$ cat config.mk
export PLATFORM = sky130hd
export DESIGN_NAME = key_press_duration_classifier
export DESIGN_NICKNAME = d
export VERILOG_FILES = /design/src/design/kpdc_pkg.sv /design/src/design/key_press_duration_classifier.sv
export VERILOG_INCLUDE_DIRS = /design/src /design/src/design
export SDC_FILE = /design/constraint.sdc
export NUM_CORES = 1
export LEC_CHECK = 0
export BUFFER_PORTS_ARGS = -buffer_cell sky130_fd_sc_hd__buf_4
export CORE_UTILIZATION = 55
export CTS_CLUSTER_SIZE = 28
export DETAILED_ROUTE_END_ITERATION = 16
export GPL_TIMING_DRIVEN = 0
export HOLD_SLACK_MARGIN = 0.08
export PLACE_DENSITY = 0.68
export SKIP_CTS_REPAIR_TIMING = 1
export SYNTH_ARGS = -nofsm -noshare
export SYNTH_HDL_FRONTEND = slang
export SYNTH_SLANG_ARGS = --single-unit
$ cat constraint.sdc
create_clock -name clk -period 8.75 [get_ports clk]
set_clock_uncertainty 0.05 [all_clocks]
set_input_delay 0.875 -clock clk [delete_from_list [all_inputs] [get_ports clk]]
set_output_delay 0.875 -clock clk [all_outputs]
set_load 0.01 [all_outputs]
$ cat src/design/key_press_duration_classifier_defines.svh
// ----------------------------------------------------------------------------
// key press duration classifier assertion macros
// shared concurrent assertion forms for the classifier rtl
// ----------------------------------------------------------------------------
`ifndef KEY_PRESS_DURATION_CLASSIFIER_DEFINES_SVH
`define KEY_PRESS_DURATION_CLASSIFIER_DEFINES_SVH

// checked on every clock edge outside reset
`define KPDC_ASSERT(name, prop, msg) \
  name: assert property (@(posedge clk) disable iff (rst) prop) else $error(msg);

// checked on every clock edge, reset included
`define KPDC_ASSERT_ALWAYS(name, prop, msg) \
  name: assert property (@(posedge clk) prop) else $error(msg);

`endif

$ cat src/design/kpdc_pkg.sv
// ----------------------------------------------------------------------------
// kpdc_pkg
// types and constants of the key press duration classifier
// ----------------------------------------------------------------------------
`default_nettype none

package kpdc_pkg;

  localparam int NUM_KEYS = 32;
  localparam int KEY_AW   = $clog2(NUM_KEYS);

  localparam int KEY_W    = 5;
  localparam int TIME_W   = 32;
  localparam int THR_W    = 16;
  localparam int CFG_IDX_W = 1;

  // input item: key_index, key_closed, now_ms, padded to bytes
  localparam int IN_BITS   = KEY_W + 1 + TIME_W;
  localparam int IN_DATA_W = ((IN_BITS + 7) / 8) * 8;

  // result item: state_changed, new_state, release_class, padded to bytes
  localparam int OUT_BITS   = 1 + 3 + 2;
  localparam int OUT_DATA_W = ((OUT_BITS + 7) / 8) * 8;

  localparam logic [THR_W-1:0] SHORT_PRESS_RESET = 16'd500;
  localparam logic [THR_W-1:0] LONG_PRESS_RESET  = 16'd1000;

  typedef enum logic [2:0] {
    PH_IDLE     = 3'd0,
    PH_PRESSED  = 3'd1,
    PH_HOLD     = 3'd2,
    PH_LONG     = 3'd3,
    PH_RELEASED = 3'd4
  } phase_t;

  typedef enum logic [1:0] {
    CLS_NONE  = 2'd0,
    CLS_SHORT = 2'd1,
    CLS_HOLD  = 2'd2,
    CLS_LONG  = 2'd3
  } release_class_t;

  typedef enum logic [CFG_IDX_W-1:0] {
    REG_SHORT_PRESS = 1'd0,
    REG_LONG_PRESS  = 1'd1
  } cfg_reg_t;

endpackage

`default_nettype wire

$ cat src/design/key_press_duration_classifier.sv
// ----------------------------------------------------------------------------
// key_press_duration_classifier
// per-key press / hold / long hold / release tracker with duration classes
// ----------------------------------------------------------------------------
//
//  channel   direction  handshake             payload
//  s_*       in         s_tvalid / s_tready   key sample (key_index, key_closed, now_ms)
//  m_*       out        m_tvalid / m_tready   result (state_changed, new_state, release_class)
//  cfg_*     in         cfg_valid / cfg_ready threshold write (cfg_index, cfg_data)
//
//  one result per sample; a sample passes through the input register and
//  then sits in the result register until the result is taken
//  rate is one sample per cycle while the result stream is not stalled, set by
//  the single read-modify-write of the per-key phase and press-start registers
//  a stalled result holds in the result register while the input register
//  still takes one more sample; s_tready drops only when both are full
//  rst clears all key phases to idle, the pipeline valids and the thresholds
//  (500 ms and 1000 ms); cfg writes are taken every cycle
//
`default_nettype none
`include "key_press_duration_classifier_defines.svh"

module key_press_duration_classifier (
  input  wire logic                            clk,
  input  wire logic                            rst,
  // sample stream
  input  wire logic                            s_tvalid,
  output      logic                            s_tready,
  // [4:0] key_index, [5] key_closed, [37:6] now_ms, [39:38] zero
  input  wire logic [kpdc_pkg::IN_DATA_W-1:0]  s_tdata,
  // result stream
  output      logic                            m_tvalid,
  input  wire logic                            m_tready,
  // [0] state_changed, [3:1] new_state, [5:4] release_class, [7:6] zero
  output      logic [kpdc_pkg::OUT_DATA_W-1:0] m_tdata,
  // configuration writes
  input  wire logic                            cfg_valid,
  output      logic                            cfg_ready,
  input  wire logic [kpdc_pkg::CFG_IDX_W-1:0]  cfg_index,
  input  wire logic [kpdc_pkg::THR_W-1:0]      cfg_data
);

  import kpdc_pkg::*;

  // threshold registers
  logic [THR_W-1:0] short_ms;
  logic [THR_W-1:0] long_ms;

  // per-key state
  phase_t            key_phase   [NUM_KEYS];
  logic [TIME_W-1:0] press_start [NUM_KEYS];

  // input register
  logic              in_valid;
  logic [KEY_W-1:0]  in_key;
  logic              in_closed;
  logic [TIME_W-1:0] in_now;

  // result register
  logic           out_changed;
  phase_t         out_state;
  release_class_t out_class;

  // update logic
  logic              advance;
  logic              key_ok;
  logic [KEY_AW-1:0] key_addr;
  phase_t            cur_phase;
  logic [TIME_W-1:0] elapsed;
  logic              past_short;
  logic              past_long;
  phase_t            phase_next;
  logic              changed_next;
  release_class_t    class_next;
  logic              stamp;

  // ---------------------------------------------------------------------------
  // configuration: always ready, out-of-list indexes cannot occur at this width
  // ---------------------------------------------------------------------------
  assign cfg_ready = 1'b1;

  always_ff @(posedge clk) begin
    if (rst) begin
      short_ms <= SHORT_PRESS_RESET;
      long_ms  <= LONG_PRESS_RESET;
    end else if (cfg_valid && cfg_ready) begin
      unique case (cfg_reg_t'(cfg_index))
        REG_SHORT_PRESS: short_ms <= cfg_data;
        REG_LONG_PRESS:  long_ms  <= cfg_data;
        default: ;
      endcase
    end
  end

  // ---------------------------------------------------------------------------
  // handshake: the input register moves on when the result register is free
  // or being emptied in this cycle
  // ---------------------------------------------------------------------------
  assign advance  = in_valid && (!m_tvalid || m_tready);
  assign s_tready = !in_valid || advance;

  always_ff @(posedge clk) begin
    if (rst) begin
      in_valid <= 1'b0;
    end else if (s_tready) begin
      in_valid <= s_tvalid;
    end
  end

  always_ff @(posedge clk) begin
    if (s_tvalid && s_tready) begin
      in_key    <= s_tdata[KEY_W-1:0];
      in_closed <= s_tdata[KEY_W];
      in_now    <= s_tdata[KEY_W+1 +: TIME_W];
    end
  end

  // ---------------------------------------------------------------------------
  // per-key phase rules
  // ---------------------------------------------------------------------------
  assign key_ok     = 32'(in_key) < NUM_KEYS;
  assign key_addr   = in_key[KEY_AW-1:0];
  assign cur_phase  = key_phase[key_addr];
  // wrapping elapsed time since the press began
  assign elapsed    = in_now - press_start[key_addr];
  assign past_short = elapsed > TIME_W'(short_ms);
  assign past_long  = elapsed > TIME_W'(long_ms);

  always_comb begin
    phase_next   = cur_phase;
    changed_next = 1'b0;
    class_next   = CLS_NONE;
    stamp        = 1'b0;
    unique case (cur_phase)
      PH_IDLE: begin
        if (in_closed) begin
          phase_next   = PH_PRESSED;
          changed_next = 1'b1;
          stamp        = 1'b1;
        end
      end
      PH_PRESSED: begin
        if (past_short) begin
          phase_next   = PH_HOLD;
          changed_next = 1'b1;
        end else if (!in_closed) begin
          phase_next   = PH_RELEASED;
          changed_next = 1'b1;
          class_next   = CLS_SHORT;
        end
      end
      PH_HOLD: begin
        if (past_long) begin
          phase_next   = PH_LONG;
          changed_next = 1'b1;
        end else if (!in_closed) begin
          phase_next   = PH_RELEASED;
          changed_next = 1'b1;
          class_next   = CLS_HOLD;
        end
      end
      PH_LONG: begin
        if (!in_closed) begin
          phase_next   = PH_RELEASED;
          changed_next = 1'b1;
          class_next   = CLS_LONG;
        end
      end
      // released goes back to idle without an event; so do unused codes
      default: begin
        phase_next = PH_IDLE;
      end
    endcase
  end

  // state write-back happens together with the result load, so a sample for
  // the same key in the next cycle already sees the new phase
  always_ff @(posedge clk) begin
    if (rst) begin
      for (int i = 0; i < NUM_KEYS; i++) begin
        key_phase[i] <= PH_IDLE;
      end
    end else if (advance && key_ok) begin
      key_phase[key_addr] <= phase_next;
    end
  end

  // press start is only read after a press stamped it
  always_ff @(posedge clk) begin
    if (advance && key_ok && stamp) begin
      press_start[key_addr] <= in_now;
    end
  end

  // ---------------------------------------------------------------------------
  // result register
  // ---------------------------------------------------------------------------
  always_ff @(posedge clk) begin
    if (rst) begin
      m_tvalid <= 1'b0;
    end else if (advance) begin
      m_tvalid <= 1'b1;
    end else if (m_tready) begin
      m_tvalid <= 1'b0;
    end
  end

  always_ff @(posedge clk) begin
    if (advance) begin
      if (key_ok) begin
        out_changed <= changed_next;
        out_state   <= phase_next;
        out_class   <= class_next;
      end else begin
        // unknown key: sample ignored, all result fields zero
        out_changed <= 1'b0;
        out_state   <= PH_IDLE;
        out_class   <= CLS_NONE;
      end
    end
  end

  assign m_tdata = {(OUT_DATA_W - OUT_BITS)'(0), out_class, out_state, out_changed};

  // ---------------------------------------------------------------------------
  // assertions
  // ---------------------------------------------------------------------------
  `KPDC_ASSERT(a_release_has_class,
    m_tvalid && out_state == PH_RELEASED |-> out_changed && out_class != CLS_NONE,
    "release result without a press class")
  `KPDC_ASSERT(a_class_only_on_release,
    m_tvalid && out_class != CLS_NONE |-> out_state == PH_RELEASED,
    "press class reported outside a release")
  `KPDC_ASSERT(a_change_not_idle,
    m_tvalid && out_changed |-> out_state != PH_IDLE,
    "change reported into idle")
  `KPDC_ASSERT(a_ready_when_result_free,
    !m_tvalid || !in_valid |-> s_tready,
    "input stalled with a free stage")
  `KPDC_ASSERT_ALWAYS(a_no_result_after_reset,
    rst |=> !m_tvalid,
    "result valid right after reset")

endmodule

`default_nettype wire
==> impl_results.md <==
- Status: completed
- Final HPWL DP: 80990 um
- Initial Util: 0.5547
- Setup TNS: 0 ns
- CTS tree: built
- Critical Path Fanout Max: 10
- Total number of vias: 25390
- Pre-CTS setup slack: -0.6527 ns
- Syn-to-layout area delta: 14.69%
- First-pass GRT wire length: 175700 um
- Die area: 90190 um^2
- Final setup violation count: 0
- Reg2reg setup slack: 0.48 ns
- Core Area: 88240 um^2
- Main synth FF type: edfxtp_1
- Synth Area in Simple Gates: 0.04026
- Largest family of logic cells by synthesized area: multiplexers
- Post-synth top cells: edfxtp_1 (1164), mux4_2 (341), nor2_1 (129)
- Max_cap viols: 0
- Yosys warns: 0
- FMAX: 0.1209 GHz
- Mapped Area: 48950 um^2
- Max_slew headroom: 0.08647
- Antenna Cells: 0
- DIE WIDTH: 300.3 um
- Vias in the first global route: 25400
- Drt pass-1 iters: 5
- Crit. End Element: register
- Antenna-violating nets left: 0
- # IOs: 73
- Finished Layout Cells: 3939
- Count of clock tree sinks: 1203
- Critical-path cell with the highest stage delay: clkbuf_1
- CP Launch Type: register
- Detailed Route WL: ~120000 um
- Row count: 109
- Placed cells: between 3000 and 4000
- Largest cells by area after synthesis: edfxtp_1 (71%), mux4_2 (16%), ha_1 (1.7%)
- PortBufs: 67
- CTS H-tree lvls: 3
- Clock slew at reported path FFs: about 0.06 ns
- Final net count: 2798
- Initial antenna violation count: 0
- Sequential fraction of the synthesis area: 0.7301
- RSZ-0062 raised after global routing: false
- Largest net degree at the start of global routing: 35
- Hold WS: 0.2699 ns
- Dpl cell area: approximately 52000 um^2
- CP required: 9.16 ns
- Share of cells above drive strength 1: 0.2660
- Total CTS buffers: 120
- Leak: 0.01832 uW
- CTS root buf: clkbuf_16
- GRT Util Overall: 0.2737
- Fin crit share: 0.9454
- Number of synthesized flops with an enable pin: 1164
- Clock Latency Late Sink: 0.72 ns
- Finished Cell Area: about 56000 um^2
- Maximum VDD drop: between 0.15 and 0.2 mV
- Synth top area share: 0.7141
- Die Ht: 300.3 um
- Vias per cell: 6.446
- Async S/R FF share, synth: 0
- Multiplexer area fraction after synthesis: 0.1708
- Post-layout minimum cycle time: 8.273 ns
- Clk buf depth: 3
- RePlAce Congestion: 0.9038
- Mapped Cells: approximately 2400
- Worst-margin pin slew: between 1 and 1.5 ns
- Critical path class: reg -> reg
- Worst min path class: in -> reg
- Slew Viols, Final: 0
- Post-Syn Area per Cell: 20.04 um^2
- Setup slack after layout: 0.4773 ns
- Adder-cell area share of the yosys netlist: 0.01702
- Critical path data arrival time: slightly below 9 ns
- Total grt overflow: 0
- Post-synth top area cell: edfxtp_1
- Crit path largest cell delay: 0.57 ns
- Cell with the most instances after synthesis: edfxtp_1
- WL/cell: approximately 30 um
- CP most frequent cell: a21o_1
- Power Density: 236.2 nW/um^2
- Final hold vios: 0
- DRC violations left: 0
- Distinct cells, synth: 70
- Synth Area in Compound Gates: 0.02270
- 1st-iter DRT viols: 3025
- FF+latch count, synth: roughly 1200
- XOR/XNOR Fraction of Synth Area: 0.004627
==> kinds of logic (layout without fill, tap and decap cells) <==
family | count (synthesis) | in the layout
and+or+nand+nor | 416 | 416
buffers and inverters | 164 | 494
other | 2 | 3
AOI/OAI and AO/OA | 172 | 172
DFF | 1203 | 1203
xor gates and xnor gates | 25 | 25
muxes | 395 | 395
adders and majority gates | 66 | 66
==> registers in the layout (all words and copies together), names as in the netlist, named ones only <==
register / cells
in_closed: 1
in_key: 5
in_now: 32
in_valid: 1
key_phase: 96
long_ms: 16
m_tvalid: 1
out_changed: 1
out_class: 2
out_state: 3
press_start: 1024
short_ms: 16
==> layout make-up <==
type                    instances  area (um^2)
multi-input cells            1077        12760
repair buffers                105         1304
clock inverters                83        967.2
inverters                      44        165.2
plain buffers                 119        588.1
clock buffers                 143         3162
well taps                    1165         1458
fillers                      5885        32100
flip-flops and latches       1203        35730
==> routing by layer <==
layer / wire, um / GRT usage / vias up
met3: 9461 / 0.04386 / 168
met1: 49560 / 0.4008 / 13512
met4: 2331 / 0.06098 / 0
met2: 59090 / 0.4394 / 1213
li1: - / - / 10497
met5: 0 / 0 / -
==> metrics by stage <==
stage	utilization	power, uW
final	0.6362	13260
after global routing	0.6362	13650
after CTS	0.6356	13320
after detailed placement	0.5888	8019
after global placement	0.5770	7987
after floorplan	-	7515
==> power breakdown <==
group          internal [uW]  switching [uW]
Sequential              6370            90.1
Clock                   3140            2200
Combinational            600             855
Total                  10100            3150
==> critical path: cells and delay by family (launching register included) <==
kind	cells	cell delay [ns]
simple gates	3	0.63
fa+ha+maj	2	0.68
mux	3	1.25
xor+xnor	1	0.33
compound gates	11	2.29
flops	1	0.41
buf+inv	5	2.33
==> cell usage in the layout, fill, tap and decap left out, drive strengths merged, types with 39 or more instances in the layout <==
cell    netlist  routed
a21oi        67      67
clkinv        0      58
edfxtp     1164    1164
clkbuf       73     228
dfxtp        39      39
inv          44      50
nor3         46      46
nor2        132     132
buf          47     138
mux4        349     349
nand2b       44      44
nand2       127     127
ha           65      65
==> worst paths after layout <==
kind                       to  depth (start not counted)        start
max          key_phase[23][1]                         25     register
min                 in_now[0]                          1   s_tdata[6]
min reg2reg       long_ms[13]                          2  long_ms[13]
max reg2reg  key_phase[23][1]                         25     register
(Power assumes the default switching activity.)
